### src/sv/mli_pkg.sv
// shared types and constants for the mean line intersection core
`timescale 1ns / 1ps
package mli_pkg;

  // field and datapath widths
  parameter int InW       = 16;
  parameter int DiffW     = 17;
  parameter int ProdW     = 32;
  parameter int DetW      = 33;
  parameter int DenProdW  = 34;
  parameter int DenW      = 35;
  parameter int NumW      = 50;
  parameter int DivN      = 49;
  parameter int DenMagW   = 34;
  parameter int QuoW      = 50;
  parameter int SumW      = 52;
  parameter int MagW      = 25;
  parameter int OutW      = 24;
  parameter int NumLanes  = 3;
  parameter int NumAxes   = 2;

  // divide by three as multiply by ceil(2^26 / 3), exact below 2^25
  parameter int RecipShift = 26;
  parameter logic [MagW-1:0] Recip3 = 25'd22369622;

  // sums outside these bounds saturate after the divide by three
  parameter logic signed [SumW-1:0] SumSatHi = 52'sd25165824;
  parameter logic signed [SumW-1:0] SumSatLo = -52'sd25165827;
  parameter logic signed [OutW-1:0] OutMax = 24'sd8388607;
  parameter logic signed [OutW-1:0] OutMin = -24'sd8388608;

  // register stages: 4 in the lane front end, DivN + 1 in the divider, 4 in the merge
  parameter int PipeDepth = 4 + DivN + 1 + 4;

  typedef struct packed {
    logic signed [InW-1:0] start_x;
    logic signed [InW-1:0] start_y;
    logic signed [InW-1:0] end_x;
    logic signed [InW-1:0] end_y;
  } line_t;

  typedef struct packed {
    logic signed [QuoW-1:0] quo_x;
    logic signed [QuoW-1:0] quo_y;
    logic                   par;
  } lane_res_t;

endpackage

### src/sv/mli_merge.sv
// merge of the three lanes: sum, saturation test, divide by three, output register
`timescale 1ns / 1ps
module mli_merge (
  input  logic                            clk_i,
  input  logic                            en_i,
  input  mli_pkg::lane_res_t              res_i [mli_pkg::NumLanes],
  output logic signed [mli_pkg::OutW-1:0] mean_x_o,
  output logic signed [mli_pkg::OutW-1:0] mean_y_o,
  output logic                            par_o
);

  logic signed [mli_pkg::QuoW-1:0] quo [mli_pkg::NumAxes][mli_pkg::NumLanes];

  always_comb begin
    for (int l = 0; l < mli_pkg::NumLanes; l++) begin
      quo[0][l] = res_i[l].quo_x;
      quo[1][l] = res_i[l].quo_y;
    end
  end

  logic par_a_q, par_b_q, par_c_q, par_d_q;

  always_ff @(posedge clk_i) begin
    if (en_i) begin
      par_a_q <= res_i[0].par | res_i[1].par | res_i[2].par;
      par_b_q <= par_a_q;
      par_c_q <= par_b_q;
      par_d_q <= par_c_q;
    end
  end

  logic signed [mli_pkg::OutW-1:0] mean_q [mli_pkg::NumAxes];

  for (genvar a = 0; a < mli_pkg::NumAxes; a++) begin : g_axis
    logic signed [mli_pkg::SumW-1:0]   sum_q;
    logic signed [mli_pkg::SumW-1:0]   abs_d;
    logic        [mli_pkg::MagW-1:0]   mag_q;
    logic                              neg_q, hi_q, lo_q, neg_c_q, hi_c_q, lo_c_q;
    logic        [2*mli_pkg::MagW-1:0] prod_q;
    logic        [mli_pkg::OutW-1:0]   div_d;
    logic signed [mli_pkg::OutW-1:0]   mean_d;

    // sum of the three quotients
    always_ff @(posedge clk_i) begin
      if (en_i) begin
        sum_q <= mli_pkg::SumW'(quo[a][0]) + mli_pkg::SumW'(quo[a][1])
               + mli_pkg::SumW'(quo[a][2]);
      end
    end

    // saturation test and magnitude
    always_comb begin
      abs_d = sum_q[mli_pkg::SumW-1] ? -sum_q : sum_q;
    end

    always_ff @(posedge clk_i) begin
      if (en_i) begin
        hi_q  <= sum_q >= mli_pkg::SumSatHi;
        lo_q  <= sum_q <= mli_pkg::SumSatLo;
        neg_q <= sum_q[mli_pkg::SumW-1];
        mag_q <= abs_d[mli_pkg::MagW-1:0];
      end
    end

    // divide by three through the reciprocal
    always_ff @(posedge clk_i) begin
      if (en_i) begin
        prod_q  <= mag_q * mli_pkg::Recip3;
        neg_c_q <= neg_q;
        hi_c_q  <= hi_q;
        lo_c_q  <= lo_q;
      end
    end

    // sign, saturation and parallel override
    always_comb begin
      div_d = prod_q[mli_pkg::RecipShift+mli_pkg::OutW-1:mli_pkg::RecipShift];
      if (par_c_q) begin
        mean_d = '0;
      end else if (hi_c_q) begin
        mean_d = mli_pkg::OutMax;
      end else if (lo_c_q) begin
        mean_d = mli_pkg::OutMin;
      end else if (neg_c_q) begin
        mean_d = -$signed(div_d);
      end else begin
        mean_d = $signed(div_d);
      end
    end

    always_ff @(posedge clk_i) begin
      if (en_i) begin
        mean_q[a] <= mean_d;
      end
    end
  end

  assign mean_x_o = mean_q[0];
  assign mean_y_o = mean_q[1];
  assign par_o    = par_d_q;

endmodule

### config.mk
export PLATFORM = sky130hd
export DESIGN_NAME = mli_merge
export DESIGN_NICKNAME = d
export VERILOG_FILES = /design/src/sv/mli_pkg.sv /design/src/sv/mli_merge.sv
export SDC_FILE = /design/constraint.sdc
export NUM_CORES = 2
export LEC_CHECK = 0
export BUFFER_PORTS_ARGS = -buffer_cell sky130_fd_sc_hd__buf_2
export CELL_PAD_IN_SITES_DETAIL_PLACEMENT = 1
export CELL_PAD_IN_SITES_GLOBAL_PLACEMENT = 1
export CORE_ASPECT_RATIO = 0.7
export CORE_UTILIZATION = 24
export DETAILED_ROUTE_END_ITERATION = 8
export PLACE_DENSITY = 0.53
export SYNTH_ARGS = -nofsm -noshare
export SYNTH_HDL_FRONTEND = slang
export SYNTH_SLANG_ARGS = --single-unit
### constraint.sdc
create_clock -name clk_i -period 8.6 [get_ports clk_i]
set_input_delay 0.43 -clock clk_i [delete_from_list [all_inputs] [get_ports clk_i]]
set_output_delay 0.43 -clock clk_i [all_outputs]
set_load 0.02 [all_outputs]
==> impl_results.html <==
<table>
<tr><th>Metric</th><th>Value</th></tr>
<tr><th colspan="2">Status</th></tr>
<tr><td>Outcome</td><td>completed</td></tr>
<tr><th colspan="2">Clock tree</th></tr>
<tr><td>Inserted Clock Buffers</td><td>37</td></tr>
<tr><td>Hold buffer count at cts</td><td>0</td></tr>
<tr><td>Setup Buffers After CTS</td><td>0</td></tr>
<tr><td>CTS tree</td><td>done</td></tr>
<tr><td>CTS sink cnt</td><td>266</td></tr>
<tr><td>Longest Clk Path Bufs</td><td>3</td></tr>
<tr><td>Clk root buf</td><td>sky130_fd_sc_hd__clkbuf_16</td></tr>
<tr><td>Clock latency at the later pin of the worst-skew pair</td><td>0.59 ns</td></tr>
<tr><td>Resized Gates After CTS</td><td>0</td></tr>
<tr><td>CTS H-Tree Depth</td><td>2</td></tr>
<tr><td>Clock edge transition at the registers on the reported setup and hold paths</td><td>0.06 ns</td></tr>
<tr><th colspan="2">STA</th></tr>
<tr><td>Crit share post-route</td><td>0.9012</td></tr>
<tr><td>Final-report setup violation count</td><td>0</td></tr>
<tr><td>Sum of negative setup slack</td><td>0 ns</td></tr>
<tr><td>Worst slew pin tran</td><td>between 0.9 and 1 ns</td></tr>
<tr><td>Pins over their slew limit</td><td>0</td></tr>
<tr><td>Final critical delay including setup and external delays</td><td>7.750 ns</td></tr>
<tr><td>Worst clock skew</td><td>0.01604 ns</td></tr>
<tr><td>Achievable frequency</td><td>approximately 130 MHz</td></tr>
<tr><td>Remaining max-slew budget at the tightest pin</td><td>0.3772</td></tr>
<tr><td>Post-route setup slack</td><td>0.8499 ns</td></tr>
<tr><td>Unrepaired setup endpoints after global routing</td><td>false</td></tr>
<tr><td>Number of hold-slack violations in the final timing report</td><td>0</td></tr>
<tr><th colspan="2">Critical path</th></tr>
<tr><td>CP dominant cell by count</td><td>sky130_fd_sc_hd__fa_1</td></tr>
<tr><td>Internal reg-to-reg setup slack</td><td>around 0.85 ns</td></tr>
<tr><td>CP endpoint kind</td><td>flop</td></tr>
<tr><td>Count of cells along the worst register-to-register path</td><td>24</td></tr>
<tr><td>Critical Path Source</td><td>g_axis[0].mag_q[3]</td></tr>
<tr><td>Endpoint of the worst-slack reg-to-reg timing path</td><td>g_axis[0].prod_q[48]</td></tr>
<tr><td>Crit path largest cell delay</td><td>0.57 ns</td></tr>
<tr><td>Critical path cell sequence</td><td>ha_1 &gt; xor2_1 &gt; ha_1 &gt; inv_1 &gt; fa_1 &gt; inv_1 &gt; fa_1 &gt; fa_1 &gt; inv_1 &gt; fa_1 &gt; inv_1 &gt; fa_1 &gt; ha_1 &gt; nand3_1 &gt; nor4_1 &gt; o21ai_0 &gt; o211ai_1 &gt; o21ai_2 &gt; o311ai_2 &gt; a32oi_1 &gt; o31a_2 &gt; o211ai_1 &gt; a21oi_1 &gt; xnor2_1</td></tr>
<tr><td>Startpoint of the worst-slack reg-to-reg timing path</td><td>g_axis[0].mag_q[3]</td></tr>
<tr><td>Kind of start point of the critical path</td><td>flop</td></tr>
<tr><td>Maximum fanout count along the critical path</td><td>9</td></tr>
<tr><td>Worst endpoint data arrival time</td><td>just over 8 ns</td></tr>
<tr><td>Worst Setup Path Type</td><td>flop to flop</td></tr>
<tr><td>Cell type of the slowest stage on the worst timing path</td><td>sky130_fd_sc_hd__edfxtp_1</td></tr>
<tr><td>CP endpoint</td><td>g_axis[0].prod_q[48]</td></tr>
<tr><td>Data required, critical path</td><td>around 9 ns</td></tr>
<tr><th colspan="2">Yosys</th></tr>
<tr><td>Proportion of synthesized area in mux cells</td><td>0</td></tr>
<tr><td>Most common flop cell mapped by yosys</td><td>sky130_fd_sc_hd__edfxtp_1</td></tr>
<tr><td>Count of different cell masters after synthesis</td><td>64</td></tr>
<tr><td>Synth async-reset ratio</td><td>0</td></tr>
<tr><td>Number of synthesized register bits</td><td>266</td></tr>
<tr><td>Mean area per synthesized cell</td><td>10.48 um2</td></tr>
<tr><td>Number of nets in the synthesized netlist</td><td>5191</td></tr>
<tr><td>Top post-synthesis cells by count</td><td>848 x sky130_fd_sc_hd__inv_1, 634 x sky130_fd_sc_hd__ha_1, 555 x sky130_fd_sc_hd__fa_1</td></tr>
<tr><td>Complex-gate fraction of the synthesized area</td><td>0.09439</td></tr>
<tr><td>Post-synthesis simple-gate area fraction</td><td>0.06853</td></tr>
<tr><td>Sequential cell area fraction in the yosys report</td><td>0.2061</td></tr>
<tr><td>Post-synthesis instance area</td><td>approximately 0.039 mm2</td></tr>
<tr><td>Post-Synth XOR/XNOR Area</td><td>0.05310</td></tr>
<tr><td>Library cell with the largest summed area after synthesis</td><td>sky130_fd_sc_hd__fa_1</td></tr>
<tr><td>Number of enable flip-flop cells after synthesis</td><td>266</td></tr>
<tr><td>Gate count of the mapped netlist</td><td>3697</td></tr>
<tr><td>Most used standard cell by instance count after synthesis</td><td>sky130_fd_sc_hd__inv_1</td></tr>
<tr><td>Adder and majority gate portion of the synthesized area</td><td>0.4913</td></tr>
<tr><td>Warning count from the yosys run</td><td>0</td></tr>
<tr><td>Largest family of logic cells by synthesized area</td><td>adder cells</td></tr>
<tr><td>Post-synth top area share</td><td>0.2866</td></tr>
<tr><td>Largest cells by area after synthesis</td><td>sky130_fd_sc_hd__fa_1 29%, sky130_fd_sc_hd__edfxtp_1 21%, sky130_fd_sc_hd__ha_1 20%</td></tr>
<tr><th colspan="2">GRT</th></tr>
<tr><td>Grt ovf</td><td>0</td></tr>
<tr><td>Antenna violations before repair</td><td>7</td></tr>
<tr><td>First-pass GRT wire length</td><td>190.7 mm</td></tr>
<tr><td>Via count of the first global-routing pass</td><td>29740</td></tr>
<tr><td>Maximum number of pins on one net before global-route repair</td><td>118</td></tr>
<tr><td>All-Layer GR Usage</td><td>0.1564</td></tr>
<tr><th colspan="2">Detailed routing</th></tr>
<tr><td>Avg WL per Cell</td><td>roughly 21 um</td></tr>
<tr><td>Avg Vias per Cell</td><td>4.379</td></tr>
<tr><td>Total via count in the routed design</td><td>27100</td></tr>
<tr><td>Starting DRT DRC Count</td><td>1670</td></tr>
<tr><td>Post-route ant nets</td><td>0</td></tr>
<tr><td>Remaining design rule violation count</td><td>0</td></tr>
<tr><td>Routed wire length</td><td>127.1 mm</td></tr>
<tr><td>TritonRoute pass-1 iters</td><td>5</td></tr>
<tr><th colspan="2">Final layout</th></tr>
<tr><td>Area Growth Syn to Fin</td><td>14.44%</td></tr>
<tr><td>Final cell count without fillers</td><td>6188</td></tr>
<tr><td>Nets</td><td>~5500</td></tr>
<tr><td>Count of fill cells added during filler insertion</td><td>between 15000 and 20000</td></tr>
<tr><td>Number of diodes added for antenna fixing</td><td>0</td></tr>
<tr><td>Fraction of final layout cells with drive strength greater than 1</td><td>0.1086</td></tr>
<tr><th colspan="2">Floorplanning</th></tr>
<tr><td>IO Count</td><td>about 350</td></tr>
<tr><td>Die W</td><td>a little under 500 um</td></tr>
<tr><td>Initial core utilization</td><td>0.2435</td></tr>
<tr><td>Num rows</td><td>122</td></tr>
<tr><td>Core Footprint</td><td>0.1592 mm2</td></tr>
<tr><td>Full die area</td><td>0.1631 mm2</td></tr>
<tr><td>Chip height</td><td>338.2 um</td></tr>
<tr><th colspan="2">Placed design</th></tr>
<tr><td>DP Cell Count</td><td>6121</td></tr>
<tr><td>Input/output buffers</td><td>roughly 350</td></tr>
<tr><td>Worst slack, placed</td><td>0.8852 ns</td></tr>
<tr><td>HPWL after detailed placement</td><td>112.6 mm</td></tr>
<tr><td>Final weighted congestion in routability-driven placement</td><td>between 0.8 and 0.9</td></tr>
<tr><th colspan="2">Min path</th></tr>
<tr><td>Worst hold-check path type</td><td>primary input to flop</td></tr>
<tr><th colspan="2">Run</th></tr>
<tr><td>Max_cap viols</td><td>0</td></tr>
</table>
[final cells by class]
cell class	count	area, um2	area share
tap	2108	2638	0.05946
clock inverter	24	304.0	0.006855
clock buffer	43	969.7	0.02186
sequential	266	7988	0.1801
inverter	848	3183	0.07176
timing repair buffer	362	1857	0.04186
multi-input combinational	2537	27420	0.6181
[worst min path at each step]
| stage | from | endpoint | cells past startpoint |
|---|---|---|---|
| 4_1_cts | res_i[0] | par_a_q | 2 |
| 6_report | res_i[0] | par_a_q | 2 |
| 3_5_place_dp | par_a_q | par_b_q | 0 |
| 2_1_floorplan | g_axis[0].hi_q | g_axis[0].hi_c_q | 0 |
| 5_1_grt | res_i[0] | par_a_q | 2 |
| 3_3_place_gp | par_a_q | par_b_q | 0 |
[routing by layer]
metal / vias to the layer above / global-route usage / routed length (um)
met2: 509 / 0.2078 / 48160
met4: 10 / 0.02802 / 1881
met5: - / 0 / 60
met1: 13560 / 0.2492 / 67980
met3: 95 / 0.03865 / 9011
li1: 12920 / - / -
[kinds of logic (layout without fill, tap and decap cells)]
| kind of cell | count (synthesis) | after routing |
|---|---|---|
| AO/OA/AOI/OAI | 572 | 572 |
| AND/OR/NAND/NOR | 541 | 541 |
| buffers and inverters | 894 | 1277 |
| XOR/XNOR | 235 | 235 |
| adder cells (fa/ha/maj) | 1189 | 1189 |
| flip-flops | 266 | 266 |
[per-stage QoR]
step | utilization | area [um2] | hold WS, ns
2_1_floorplan | - | 38760 | 0.4003
3_3_place_gp | 0.2706 | 43080 | 0.4087
3_5_place_dp | 0.2706 | 43080 | 0.4119
4_1_cts | 0.2786 | 44360 | 0.06491
5_1_grt | 0.2786 | 44360 | 0.08909
6_report | 0.2786 | 44360 | 0.1220
[flip-flops by register name, summed over array words and instances (netlist names), 48 cells and up]
signal / count
g_axis.mag_q: 50
g_axis.prod_q: 48
mean_q: 48
g_axis.sum_q: 104
[worst max-delay path, delay by kind of cell, from the launching register on]
kind / cells / cell delay, ns
adders and majority gates: 8 / 3.56
xor gates and xnor gates: 2 / 0.51
and+or+nand+nor: 2 / 0.48
DFF: 1 / 0.57
AOI/OAI and AO/OA: 8 / 2.09
buffers and inverters: 4 / 0.29
[cell usage in the layout (no fill, tap or decap), types with 10 or more instances in the layout]
cell type	n
sky130_fd_sc_hd__a31oi_1	15
sky130_fd_sc_hd__nand3_1	40
sky130_fd_sc_hd__o21ai_0	120
sky130_fd_sc_hd__inv_1	848
sky130_fd_sc_hd__nor2_1	140
sky130_fd_sc_hd__a211oi_1	17
sky130_fd_sc_hd__o31ai_1	27
sky130_fd_sc_hd__o21a_1	20
sky130_fd_sc_hd__ha_1	634
sky130_fd_sc_hd__o41ai_1	17
sky130_fd_sc_hd__nor3_1	17
sky130_fd_sc_hd__a21oi_1	178
sky130_fd_sc_hd__edfxtp_1	266
sky130_fd_sc_hd__or3_1	22
sky130_fd_sc_hd__o21bai_1	15
sky130_fd_sc_hd__xor2_1	88
sky130_fd_sc_hd__nand2_1	135
sky130_fd_sc_hd__a21o_1	85
sky130_fd_sc_hd__fa_1	555
sky130_fd_sc_hd__nor4_1	22
sky130_fd_sc_hd__or4_1	13
sky130_fd_sc_hd__nor2b_1	29
sky130_fd_sc_hd__nand4_1	47
sky130_fd_sc_hd__buf_2	352
sky130_fd_sc_hd__xnor2_1	147
sky130_fd_sc_hd__clkbuf_16	38
sky130_fd_sc_hd__or2_2	12
sky130_fd_sc_hd__and2_1	10
sky130_fd_sc_hd__and3_1	15
sky130_fd_sc_hd__nand2b_1	31
Power is not shown: default switching activity piles up to over one toggle a cycle in this logic, so the estimate is an artifact.
